File: config.mk
export PLATFORM = sky130hd
export DESIGN_NAME = fbfs_ctrl
export DESIGN_NICKNAME = d
export VERILOG_FILES = /design/src/hw/rtl/fbfs_pkg.sv /design/src/hw/rtl/fbfs_ctrl.sv
export VERILOG_INCLUDE_DIRS = /design/src /design/src/hw/rtl
export SDC_FILE = /design/constraint.sdc
export NUM_CORES = 1
export LEC_CHECK = 0
export BUFFER_PORTS_ARGS = -buffer_cell sky130_fd_sc_hd__buf_2
export CAP_MARGIN = 25
export CORE_UTILIZATION = 56
export CTS_BUF_LIST = sky130_fd_sc_hd__clkbuf_8
export DETAILED_ROUTE_END_ITERATION = 10
export GPL_ROUTABILITY_DRIVEN = 0
export HOLD_SLACK_MARGIN = 0.05
export PLACE_DENSITY = 0.81
export SLEW_MARGIN = 20
export SYNTH_ARGS = -nofsm -noshare
export SYNTH_HDL_FRONTEND = slang
export SYNTH_SLANG_ARGS = --single-unit
export TNS_END_PERCENT = 5
File: constraint.sdc
create_clock -name clock -period 5.1 [get_ports clock]
set_clock_uncertainty 0.2 [all_clocks]
set_input_delay 0.765 -clock clock [delete_from_list [all_inputs] [get_ports clock]]
set_output_delay 0.765 -clock clock [all_outputs]
set_load 0.01 [all_outputs]
File: src/hw/rtl/free_block_fit_selector_macros.svh
// Assertion macros for the free block fit selector.
// Taken in by the RTL files that carry concurrent checks; needs nothing else.
`ifndef FREE_BLOCK_FIT_SELECTOR_MACROS_SVH
`define FREE_BLOCK_FIT_SELECTOR_MACROS_SVH

// same-cycle implication
`define FBFS_ASSERT_IMPLY(name, clk, rst, ante, cons) \
   name: assert property (@(posedge clk) disable iff (rst) (ante) |-> (cons)) \
      else $error("same-cycle check failed");

// next-cycle implication
`define FBFS_ASSERT_NEXT(name, clk, rst, ante, cons) \
   name: assert property (@(posedge clk) disable iff (rst) (ante) |=> (cons)) \
      else $error("next-cycle check failed");

`endif

File: src/hw/rtl/fbfs_pkg.sv
// Shared types and codes for the free block fit selector.
// No dependencies; used by fbfs_store, fbfs_ctrl and the top level.
package fbfs_pkg;

   typedef enum logic [1:0] {
      FIT_FIRST = 2'd0,
      FIT_NEXT  = 2'd1,
      FIT_BEST  = 2'd2,
      FIT_WORST = 2'd3
   } fit_mode_type;

   localparam logic FUNC_SEARCH = 1'b0;
   localparam logic FUNC_WRITE  = 1'b1;

   typedef enum logic [1:0] {
      ST_CLEAR,
      ST_IDLE,
      ST_SCAN,
      ST_DRAIN
   } fsm_state_type;

   typedef struct packed {
      logic wr_en;
      logic rd_en;
   } mem_ctl_type;

endpackage

File: src/hw/rtl/fbfs_ctrl.sv
// Sequencer and fit datapath: clearing pass, slot writes, table scan, rovers, result.
// Drives fbfs_store; uses fbfs_pkg and the assertion macro header.
`include "free_block_fit_selector_macros.svh"

module fbfs_ctrl #(
   parameter int SLOTS     = 64,
   parameter int CLASSES   = 3,
   parameter int SIZE_BITS = 32,
   localparam int TOTAL    = CLASSES * SLOTS,
   localparam int ADDR_W   = $clog2(TOTAL)
) (
   input  logic                    clock,
   input  logic                    reset,
   input  fbfs_pkg::fit_mode_type  fit_mode,
   input  logic                    start,
   output logic                    busy,
   input  logic                    req_func,
   input  logic [1:0]              req_list_class,
   input  logic [31:0]             req_request_size,
   input  logic [5:0]              req_slot,
   input  logic [31:0]             req_entry_size,
   input  logic                    req_entry_free,
   output logic                    rsp_valid,
   output logic                    rsp_found,
   output logic [5:0]              rsp_chosen_slot,
   output logic [31:0]             rsp_chosen_size,
   output fbfs_pkg::mem_ctl_type   mem_ctl,
   output logic [ADDR_W-1:0]       mem_addr,
   output logic                    wr_valid,
   output logic [SIZE_BITS-1:0]    wr_size,
   input  logic                    rd_valid,
   input  logic [SIZE_BITS-1:0]    rd_size
);

   localparam int SLOT_W = $clog2(SLOTS);
   localparam int CLS_W  = (CLASSES > 1) ? $clog2(CLASSES) : 1;
   localparam int CMP_W  = (SIZE_BITS > 32) ? SIZE_BITS : 32;

   function automatic logic [SLOT_W-1:0] slot_wrap(input logic [SLOT_W-1:0] s);
      return (s == SLOT_W'(SLOTS - 1)) ? '0 : s + 1'b1;
   endfunction

   fbfs_pkg::fsm_state_type state_ff, state_in;

   logic                 accept, is_write, cls_ok, slot_ok, start_scan;
   logic [CLS_W-1:0]     cls_idx;
   logic [ADDR_W-1:0]    req_base;

   logic [CLS_W-1:0]     cls_ff;
   logic [CMP_W-1:0]     req_ff;
   logic [ADDR_W-1:0]    base_ff;
   logic [SLOT_W-1:0]    idx_ff;
   logic [SLOT_W-1:0]    cnt_ff;
   logic [ADDR_W-1:0]    clr_ff;
   logic                 rd_vld_ff;
   logic [SLOT_W-1:0]    rd_slot_ff;
   logic                 hit_ff;
   logic [SLOT_W-1:0]    pick_ff;
   logic [SIZE_BITS-1:0] psize_ff;
   logic [SLOT_W-1:0]    rover_ff [CLASSES];

   logic                 fit, take;
   logic                 cand_hit;
   logic [SLOT_W-1:0]    cand_pick;
   logic [SIZE_BITS-1:0] cand_size;

   logic                 rsp_valid_ff, rsp_valid_in;
   logic                 rsp_found_ff, rsp_found_in;
   logic [5:0]           rsp_slot_ff, rsp_slot_in;
   logic [31:0]          rsp_size_ff, rsp_size_in;

   assign busy       = (state_ff != fbfs_pkg::ST_IDLE);
   assign accept     = start && !busy;
   assign is_write   = (req_func == fbfs_pkg::FUNC_WRITE);
   assign cls_ok     = (32'(req_list_class) < CLASSES);
   assign slot_ok    = (32'(req_slot) < SLOTS);
   assign cls_idx    = CLS_W'(req_list_class);
   assign req_base   = ADDR_W'(32'(cls_idx) * SLOTS);
   assign start_scan = accept && !is_write && cls_ok;

   // next state
   always_comb begin
      state_in = state_ff;
      unique case (state_ff)
         fbfs_pkg::ST_CLEAR: begin
            if (clr_ff == ADDR_W'(TOTAL - 1)) state_in = fbfs_pkg::ST_IDLE;
         end
         fbfs_pkg::ST_IDLE: begin
            if (start_scan) state_in = fbfs_pkg::ST_SCAN;
         end
         fbfs_pkg::ST_SCAN: begin
            if (cnt_ff == SLOT_W'(SLOTS - 1)) state_in = fbfs_pkg::ST_DRAIN;
         end
         fbfs_pkg::ST_DRAIN: begin
            state_in = fbfs_pkg::ST_IDLE;
         end
         default: begin
            state_in = fbfs_pkg::ST_CLEAR;
         end
      endcase
   end

   // memory port
   always_comb begin
      mem_ctl  = '0;
      mem_addr = '0;
      wr_valid = req_entry_free;
      wr_size  = SIZE_BITS'(req_entry_size);
      unique case (state_ff)
         fbfs_pkg::ST_CLEAR: begin
            mem_ctl.wr_en = 1'b1;
            mem_addr      = clr_ff;
            wr_valid      = 1'b0;
            wr_size       = '0;
         end
         fbfs_pkg::ST_IDLE: begin
            mem_ctl.wr_en = accept && is_write && cls_ok && slot_ok;
            mem_addr      = req_base + ADDR_W'(req_slot);
         end
         fbfs_pkg::ST_SCAN: begin
            mem_ctl.rd_en = 1'b1;
            mem_addr      = base_ff + ADDR_W'(idx_ff);
         end
         default: begin
            mem_ctl = '0;
         end
      endcase
   end

   // candidate update
   always_comb begin
      fit = rd_valid && (req_ff <= CMP_W'(rd_size));
      unique case (fit_mode)
         fbfs_pkg::FIT_FIRST,
         fbfs_pkg::FIT_NEXT:  take = fit && !hit_ff;
         fbfs_pkg::FIT_BEST:  take = fit && (!hit_ff || rd_size < psize_ff);
         fbfs_pkg::FIT_WORST: take = fit && (!hit_ff || rd_size > psize_ff);
         default:             take = 1'b0;
      endcase
      take      = take && rd_vld_ff;
      cand_hit  = hit_ff || take;
      cand_pick = take ? rd_slot_ff : pick_ff;
      cand_size = take ? rd_size : psize_ff;
   end

   // result
   always_comb begin
      rsp_valid_in = 1'b0;
      rsp_found_in = 1'b0;
      rsp_slot_in  = '0;
      rsp_size_in  = '0;
      priority if (state_ff == fbfs_pkg::ST_DRAIN) begin
         rsp_valid_in = 1'b1;
         rsp_found_in = cand_hit;
         rsp_slot_in  = cand_hit ? 6'(cand_pick) : '0;
         rsp_size_in  = cand_hit ? 32'(cand_size) : '0;
      end else if (accept && !start_scan) begin
         rsp_valid_in = 1'b1;
      end else begin
         rsp_valid_in = 1'b0;
      end
   end

   always_ff @(posedge clock) begin
      if (reset) begin
         state_ff     <= fbfs_pkg::ST_CLEAR;
         clr_ff       <= '0;
         rd_vld_ff    <= 1'b0;
         rsp_valid_ff <= 1'b0;
         for (int c = 0; c < CLASSES; c++) begin
            rover_ff[c] <= '0;
         end
      end else begin
         state_ff     <= state_in;
         rd_vld_ff    <= (state_ff == fbfs_pkg::ST_SCAN);
         rsp_valid_ff <= rsp_valid_in;
         if (state_ff == fbfs_pkg::ST_CLEAR) begin
            clr_ff <= clr_ff + 1'b1;
         end
         if (state_ff == fbfs_pkg::ST_DRAIN && cand_hit &&
             fit_mode == fbfs_pkg::FIT_NEXT) begin
            rover_ff[cls_ff] <= slot_wrap(cand_pick);
         end
      end
   end

   always_ff @(posedge clock) begin
      rsp_found_ff <= rsp_found_in;
      rsp_slot_ff  <= rsp_slot_in;
      rsp_size_ff  <= rsp_size_in;
      rd_slot_ff   <= idx_ff;
      if (start_scan) begin
         cls_ff  <= cls_idx;
         req_ff  <= CMP_W'(req_request_size);
         base_ff <= req_base;
         idx_ff  <= (fit_mode == fbfs_pkg::FIT_NEXT) ? rover_ff[cls_idx] : '0;
         cnt_ff  <= '0;
         hit_ff  <= 1'b0;
      end else begin
         if (state_ff == fbfs_pkg::ST_SCAN) begin
            idx_ff <= slot_wrap(idx_ff);
            cnt_ff <= cnt_ff + 1'b1;
         end
         if (rd_vld_ff) begin
            hit_ff   <= cand_hit;
            pick_ff  <= cand_pick;
            psize_ff <= cand_size;
         end
      end
   end

   assign rsp_valid       = rsp_valid_ff;
   assign rsp_found       = rsp_found_ff;
   assign rsp_chosen_slot = rsp_slot_ff;
   assign rsp_chosen_size = rsp_size_ff;

   `FBFS_ASSERT_IMPLY(a_no_rsp_in_clear, clock, reset, state_ff == fbfs_pkg::ST_CLEAR, !rsp_valid_ff)
   `FBFS_ASSERT_NEXT(a_write_rsp, clock, reset, accept && is_write, rsp_valid_ff && !rsp_found_ff)
   `FBFS_ASSERT_NEXT(a_scan_start, clock, reset, start_scan, state_ff == fbfs_pkg::ST_SCAN)
   `FBFS_ASSERT_IMPLY(a_hit_fits, clock, reset, rsp_valid_ff && rsp_found_ff, req_ff <= CMP_W'(psize_ff))

endmodule

==> results of run 1 <==
through the flow:
step | total power [mW] | cells
after floorplan | 1.54 | 827
after global placement | 1.62 | 1181
after detailed placement | 1.62 | 1181
after CTS | 2.56 | 1213
after global routing | 2.63 | 1218
final | 2.55 | 1218
power by group:
group / internal (mW) / switching [mW] / total [mW]
Clock: 0.486 / 0.473 / 0.959
Sequential: 1.42 / 0.00741 / 1.43
Combinational: 0.0792 / 0.0843 / 0.164
Total: 1.99 / 0.565 / 2.55
worst paths after layout:
check	start	to	slack [ps]	depth (start not counted)
setup / recovery	rd_size[30]	rover_ff[2][5]	640	15
hold reg to reg	idx_ff[5]	rd_slot_ff[5]	280	0
hold / removal	req_request_size[20]	req_ff[20]	260	1
setup reg to reg	psize_ff[27]	rover_ff[2][5]	660	15
cells by family after synthesis:
| family | count (synthesis) | share of synthesized area |
|---|---|---|
| flops | 166 | 0.518 |
| buf+inv | 114 | 0.0522 |
| fa+ha+maj | 73 | 0.109 |
| simple gates | 268 | 0.159 |
| xor+xnor | 19 | 0.0198 |
| compound gates | 178 | 0.122 |
| mux | 9 | 0.0197 |
flip-flops by register name, indices dropped and copies added, names as in the netlist:
name,count
clr_ff,8
cls_ff,2
cnt_ff,6
hit_ff,1
idx_ff,6
pick_ff,6
psize_ff,32
rd_slot_ff,6
rd_vld_ff,1
req_ff,32
rover_ff,24
rsp_chosen_size,32
rsp_chosen_slot,6
rsp_found,1
rsp_valid,1
state_ff,2
synthesized netlist by cell type (3+ instances only):
cell type / count
a211o_1: 3
a21o_1: 3
a21oi_1: 82
a222oi_1: 8
and3_1: 3
clkbuf_1: 33
dfxtp_1: 64
edfxtp_1: 102
ha_1: 73
inv_1: 77
mux2i_1: 3
mux4_2: 6
nand2_1: 71
nand2b_1: 7
nand3_1: 56
nand4_1: 21
nor2_1: 40
nor2b_1: 41
nor3_1: 15
nor4_1: 3
o211ai_1: 8
o21ai_0: 55
o21ai_1: 4
xnor2_1: 7
xor2_1: 12
cell type report:
type,instances,area share
tap,184,0.0231
antenna,4,0.00101
inverter,77,0.0290
multi-input combinational,547,0.362
timing repair buffer,208,0.109
clock inverter,14,0.0148
clock buffer,18,0.0249
sequential,166,0.436
per-layer routing:
metal  vias up  routed length, um
li1       3342                  -
met1      3306               8340
met2       392              10600
met3        51               1950
met4         4                599
met5         -                 15
==> metrics.cfg, run 1 <==
[critical_path]
slowest_stage = or4_1
path_cells = buf_2 -> ha_1 -> nand4_1 -> or4_1 -> o211a_1 -> o21ai_0 -> and4_1 -> o21ai_0 -> nand2_1 -> ha_1 -> nand2_1 -> a21oi_1 -> nor2_1 -> nor4_1 -> nor3_1
critPathTopFamily = simple AND/OR/NAND/NOR gates
critical_path_class = input pin to flop
critPathCaptureType = flop
worstPathArrival_ps = 4450
cp_max_fo = 12
startpoint_type = input pin
path_buf_inv = 1
slowest_delay_ps = 610
worst-endpoint-required_ps = 5090

[yosys]
yosys_register_bits = 166
netlist.area_leader.share = 0.365
synth_edf_count = 102
netlist_area_sq_um = 8390
ys_seq_area_frac = 0.518
synth_nets = 1012
yosysUniqueCellTypes = 47
synth_flop_cell = edfxtp_1
yosys_warnings = 0
yosys-top-cells-area = edfxtp_1 (37%), dfxtp_1 (15%), ha_1 (11%), a21oi_1 (4.9%), inv_1 (3.4%)
synth_largest_area_cell = edfxtp_1
synthArstFlopShare = 0
syn_inst = 827
synth.avg_cell_area_sq_um = 10.1

[pwr]
ir_worst_vdd_uv = 217
p_leak_nw = 4.50
power_density_nw_per_um2 = 256

[cells_and_area]
nNetsFinal = 1202
postLayoutCoreUtil = 0.683
fill_cells = 1117
area_growth_pct = 18.7
layout_common_cells = buf_2 (195), edfxtp_1 (102), inv_1 (82), a21oi_1 (82), ha_1 (73)
final_common_cell = buf_2
multi_input_area_sq_um = 3610
seqCellArea_sq_um = 4340
drive_gt1_frac = 0.240
final_cell_area_sq_um = 9960

[clock_network]
cts_buffers = 17
cts.sinks = 166
postCtsHoldBufs = 0
cts_max_level = 4
cts-root-buf = clkbuf_8
insertion_delay_ps = 470
cts_setup_buffers = 0
cts_tree = built
path_clk_slew_ps = 90
cts_resized = 0
clockBufferDepth = 2

[global_routing]
grt_pass1_vias = 6776
grt_use_met3 = 0.0704
gr-usage-all-layers = 0.283
globalRoute.totalOverflow = 0
grt_use_met2 = 0.476
grt-busiest-layer = met2
grt_max_degree = 41
grt_pass1_wl_mm = 34.2
use_met1 = 0.343
antenna_found_initial = 7

[sta]
rsz0062_at_grt = false
max_slew_margin = 0.565
fin_crit_ps = 4460
fmax_ghz = 0.224
period_share = 0.875
report.final.slew_viol_count = 0
worst_slew_pin_slew_ps = 653
hold_violations = 0
fin_ws_ps = 639
finalSetupViolCount = 0
fin_hold_ws_ps = 263
fin_setup_tns_ps = 0

[floorplan]
ioPinCount = 196
die_x_um = 124
initial_utilization = 0.575
die_h_um = 124
rows = 44
die_area_sq_um = 15500
core_area_sq_um = 14600

[detailed_routing]
wirelength_mm = 21.5
drt-vias-per-instance = 5.83
drc = 0
initialDrtViolationCount = 634
vias = 7095
ant_nets = 0
wl_per_cell_um = 17.7
dr.pass1.iters = 5

[worst_hold_path]
hold_class = input pin to flop

[place]
dpl.hpwl_mm = 15.4
post-place-ws_ps = 252
port_buffers = 195
place_area_sq_um = 9540

[flow_run]
cap_viol_max_count = 0

[status]
run_status = completed

Power figures use the tool's default switching activity.
==> run 2: changes to the inputs <==
--- a/config.mk
+++ b/config.mk
@@ -6,6 +6,7 @@
 export SDC_FILE = /design/constraint.sdc
 export NUM_CORES = 1
 export LEC_CHECK = 0
+export ABC_CLOCK_PERIOD_IN_PS = 5100
 export BUFFER_PORTS_ARGS = -buffer_cell sky130_fd_sc_hd__buf_2
 export CAP_MARGIN = 25
 export CORE_UTILIZATION = 56
@@ -13,6 +14,7 @@
 export DETAILED_ROUTE_END_ITERATION = 10
 export GPL_ROUTABILITY_DRIVEN = 0
 export HOLD_SLACK_MARGIN = 0.05
+export MAX_ROUTING_LAYER = met4
 export PLACE_DENSITY = 0.81
 export SLEW_MARGIN = 20
 export SYNTH_ARGS = -nofsm -noshare
==> metrics.cfg, run 2 (same netlist as run 1, synthesis figures left out) <==
[sta]
finalSetupViolCount = 0
rsz0062_at_grt = false
fin_setup_tns_ps = 0
period_share = 0.876
fin_crit_ps = 4470
fin_hold_ws_ps = 263
worst_slew_pin_slew_ps = 660
fin_ws_ps = 630
hold_violations = 0
report.final.slew_viol_count = 0
max_slew_margin = 0.560
fmax_ghz = 0.224

[global_routing]
grt_pass1_vias = 6783
grt_pass1_wl_mm = 34.2
grt_max_degree = 41
antenna_found_initial = 7
globalRoute.totalOverflow = 0
gr-usage-all-layers = 0.291

[worst_hold_path]
hold_class = input pin to flop
min_to = req_ff[20]
hp-start = req_request_size[20]
worstHoldPathCells = 1

[cells_and_area]
layout_common_cells = buf_2 (195), edfxtp_1 (102), inv_1 (82), a21oi_1 (82), ha_1 (73)
final_common_cell = buf_2
final_cell_area_sq_um = 9960
area_growth_pct = 18.8
drive_gt1_frac = 0.240
nNetsFinal = 1202
instances_no_fill = 1221

[critical_path]
path_cells = buf_2 -> ha_1 -> nand4_1 -> or4_1 -> o211a_1 -> o21ai_0 -> and4_1 -> o21ai_0 -> nand2_1 -> ha_1 -> nand2_1 -> a21oi_1 -> nor2_1 -> nor4_1 -> nor3_1
slowest_stage = or4_1
r2r_start = psize_ff[27]
critPathCaptureType = flop
critPathTopFamily = simple AND/OR/NAND/NOR gates
r2r-end = rover_ff[2][5]
startpoint_type = input pin
worstPathArrival_ps = 4460
r2r_cells = 15
reg2reg_slack_ps = 650
path_buf_inv = 1
slowest_delay_ps = 610
critical_path_class = input pin to flop
worst-endpoint-required_ps = 5090
cp_max_fo = 12

[floorplan]
core_area_sq_um = 14600
die_area_sq_um = 15500
rows = 44
die_x_um = 124
die_h_um = 124
ioPinCount = 196
initial_utilization = 0.575

[detailed_routing]
ant_nets = 0
dr.pass1.iters = 6
drc = 0
wl_per_cell_um = 17.6
wirelength_mm = 21.5
vias = 7061
initialDrtViolationCount = 709
drt-vias-per-instance = 5.78

[clock_network]
cts_setup_buffers = 0
cts_max_level = 4
postCtsHoldBufs = 0
cts_resized = 0
cts_buffers = 17
cts_tree = built
cts.sinks = 166
path_clk_slew_ps = 90
insertion_delay_ps = 470
cts-root-buf = clkbuf_8
clockBufferDepth = 2

[place]
post-place-ws_ps = 252
port_buffers = 195
place_area_sq_um = 9540
dpl.hpwl_mm = 15.4
dp_cells = 1181

[pwr]
power_density_nw_per_um2 = 256
p_leak_nw = 4.50
ir_worst_vdd_uv = 217

[status]
run_status = completed

[flow_run]
cap_viol_max_count = 0

## run 2: worst register-to-register path, cell delays in order, from the launching register on
cell	delay, ps
edfxtp_1	350
inv_1	70
ha_1	310
nand4_1	160
or4_1	630
o211a_1	270
o21ai_0	100
and4_1	500
o21ai_0	180
nand2_1	120
ha_1	340
nand2_1	120
a21oi_1	140
nor2_1	50
nor4_1	510
nor3_1	140
## run 2: cell type report
class / instances / area, sq um
antenna: 7 / 17.5
clock buffer: 18 / 248
clock inverter: 14 / 148
fill: 1115 / 4620
inverter: 77 / 289
multi-input combinational: 547 / 3610
sequential: 166 / 4340
tap: 184 / 230
timing repair buffer: 208 / 1080
## run 2: where the power goes
group | internal (mW) | leakage [nW] | switching (mW) | total (mW)
clock network | 0.486 | 0.211 | 0.475 | 0.961
logic | 0.0792 | 2.83 | 0.0840 | 0.163
registers | 1.42 | 1.46 | 0.00726 | 1.43
total | 1.99 | 4.50 | 0.566 | 2.55
## run 2: worst max path at each step
stage,startpoint,to,slack [ps],cells past startpoint
floorplan,rd_size[30],rover_ff[0][5],620,17
global placement,rd_size[30],rover_ff[2][5],360,15
detailed placement,rd_size[30],rover_ff[0][5],250,15
CTS,rd_size[30],rover_ff[2][5],710,15
global route,psize_ff[7],rover_ff[2][5],300,16
finish,rd_size[30],rover_ff[2][5],630,15
## run 2: stage by stage
stage               utilization  power [mW]
floorplan                     -        1.54
global placement          0.654        1.62
detailed placement        0.654        1.62
CTS                       0.681        2.56
global route              0.683        2.63
finish                    0.683        2.55
## run 2: metal layers
layer  routed length [um]  share of wire  track usage
met2                10700           0.49        0.477
met5                    0              0            -
met1                 8520           0.40        0.344
met3                 1780          0.083       0.0683
met4                  569          0.026        0.123
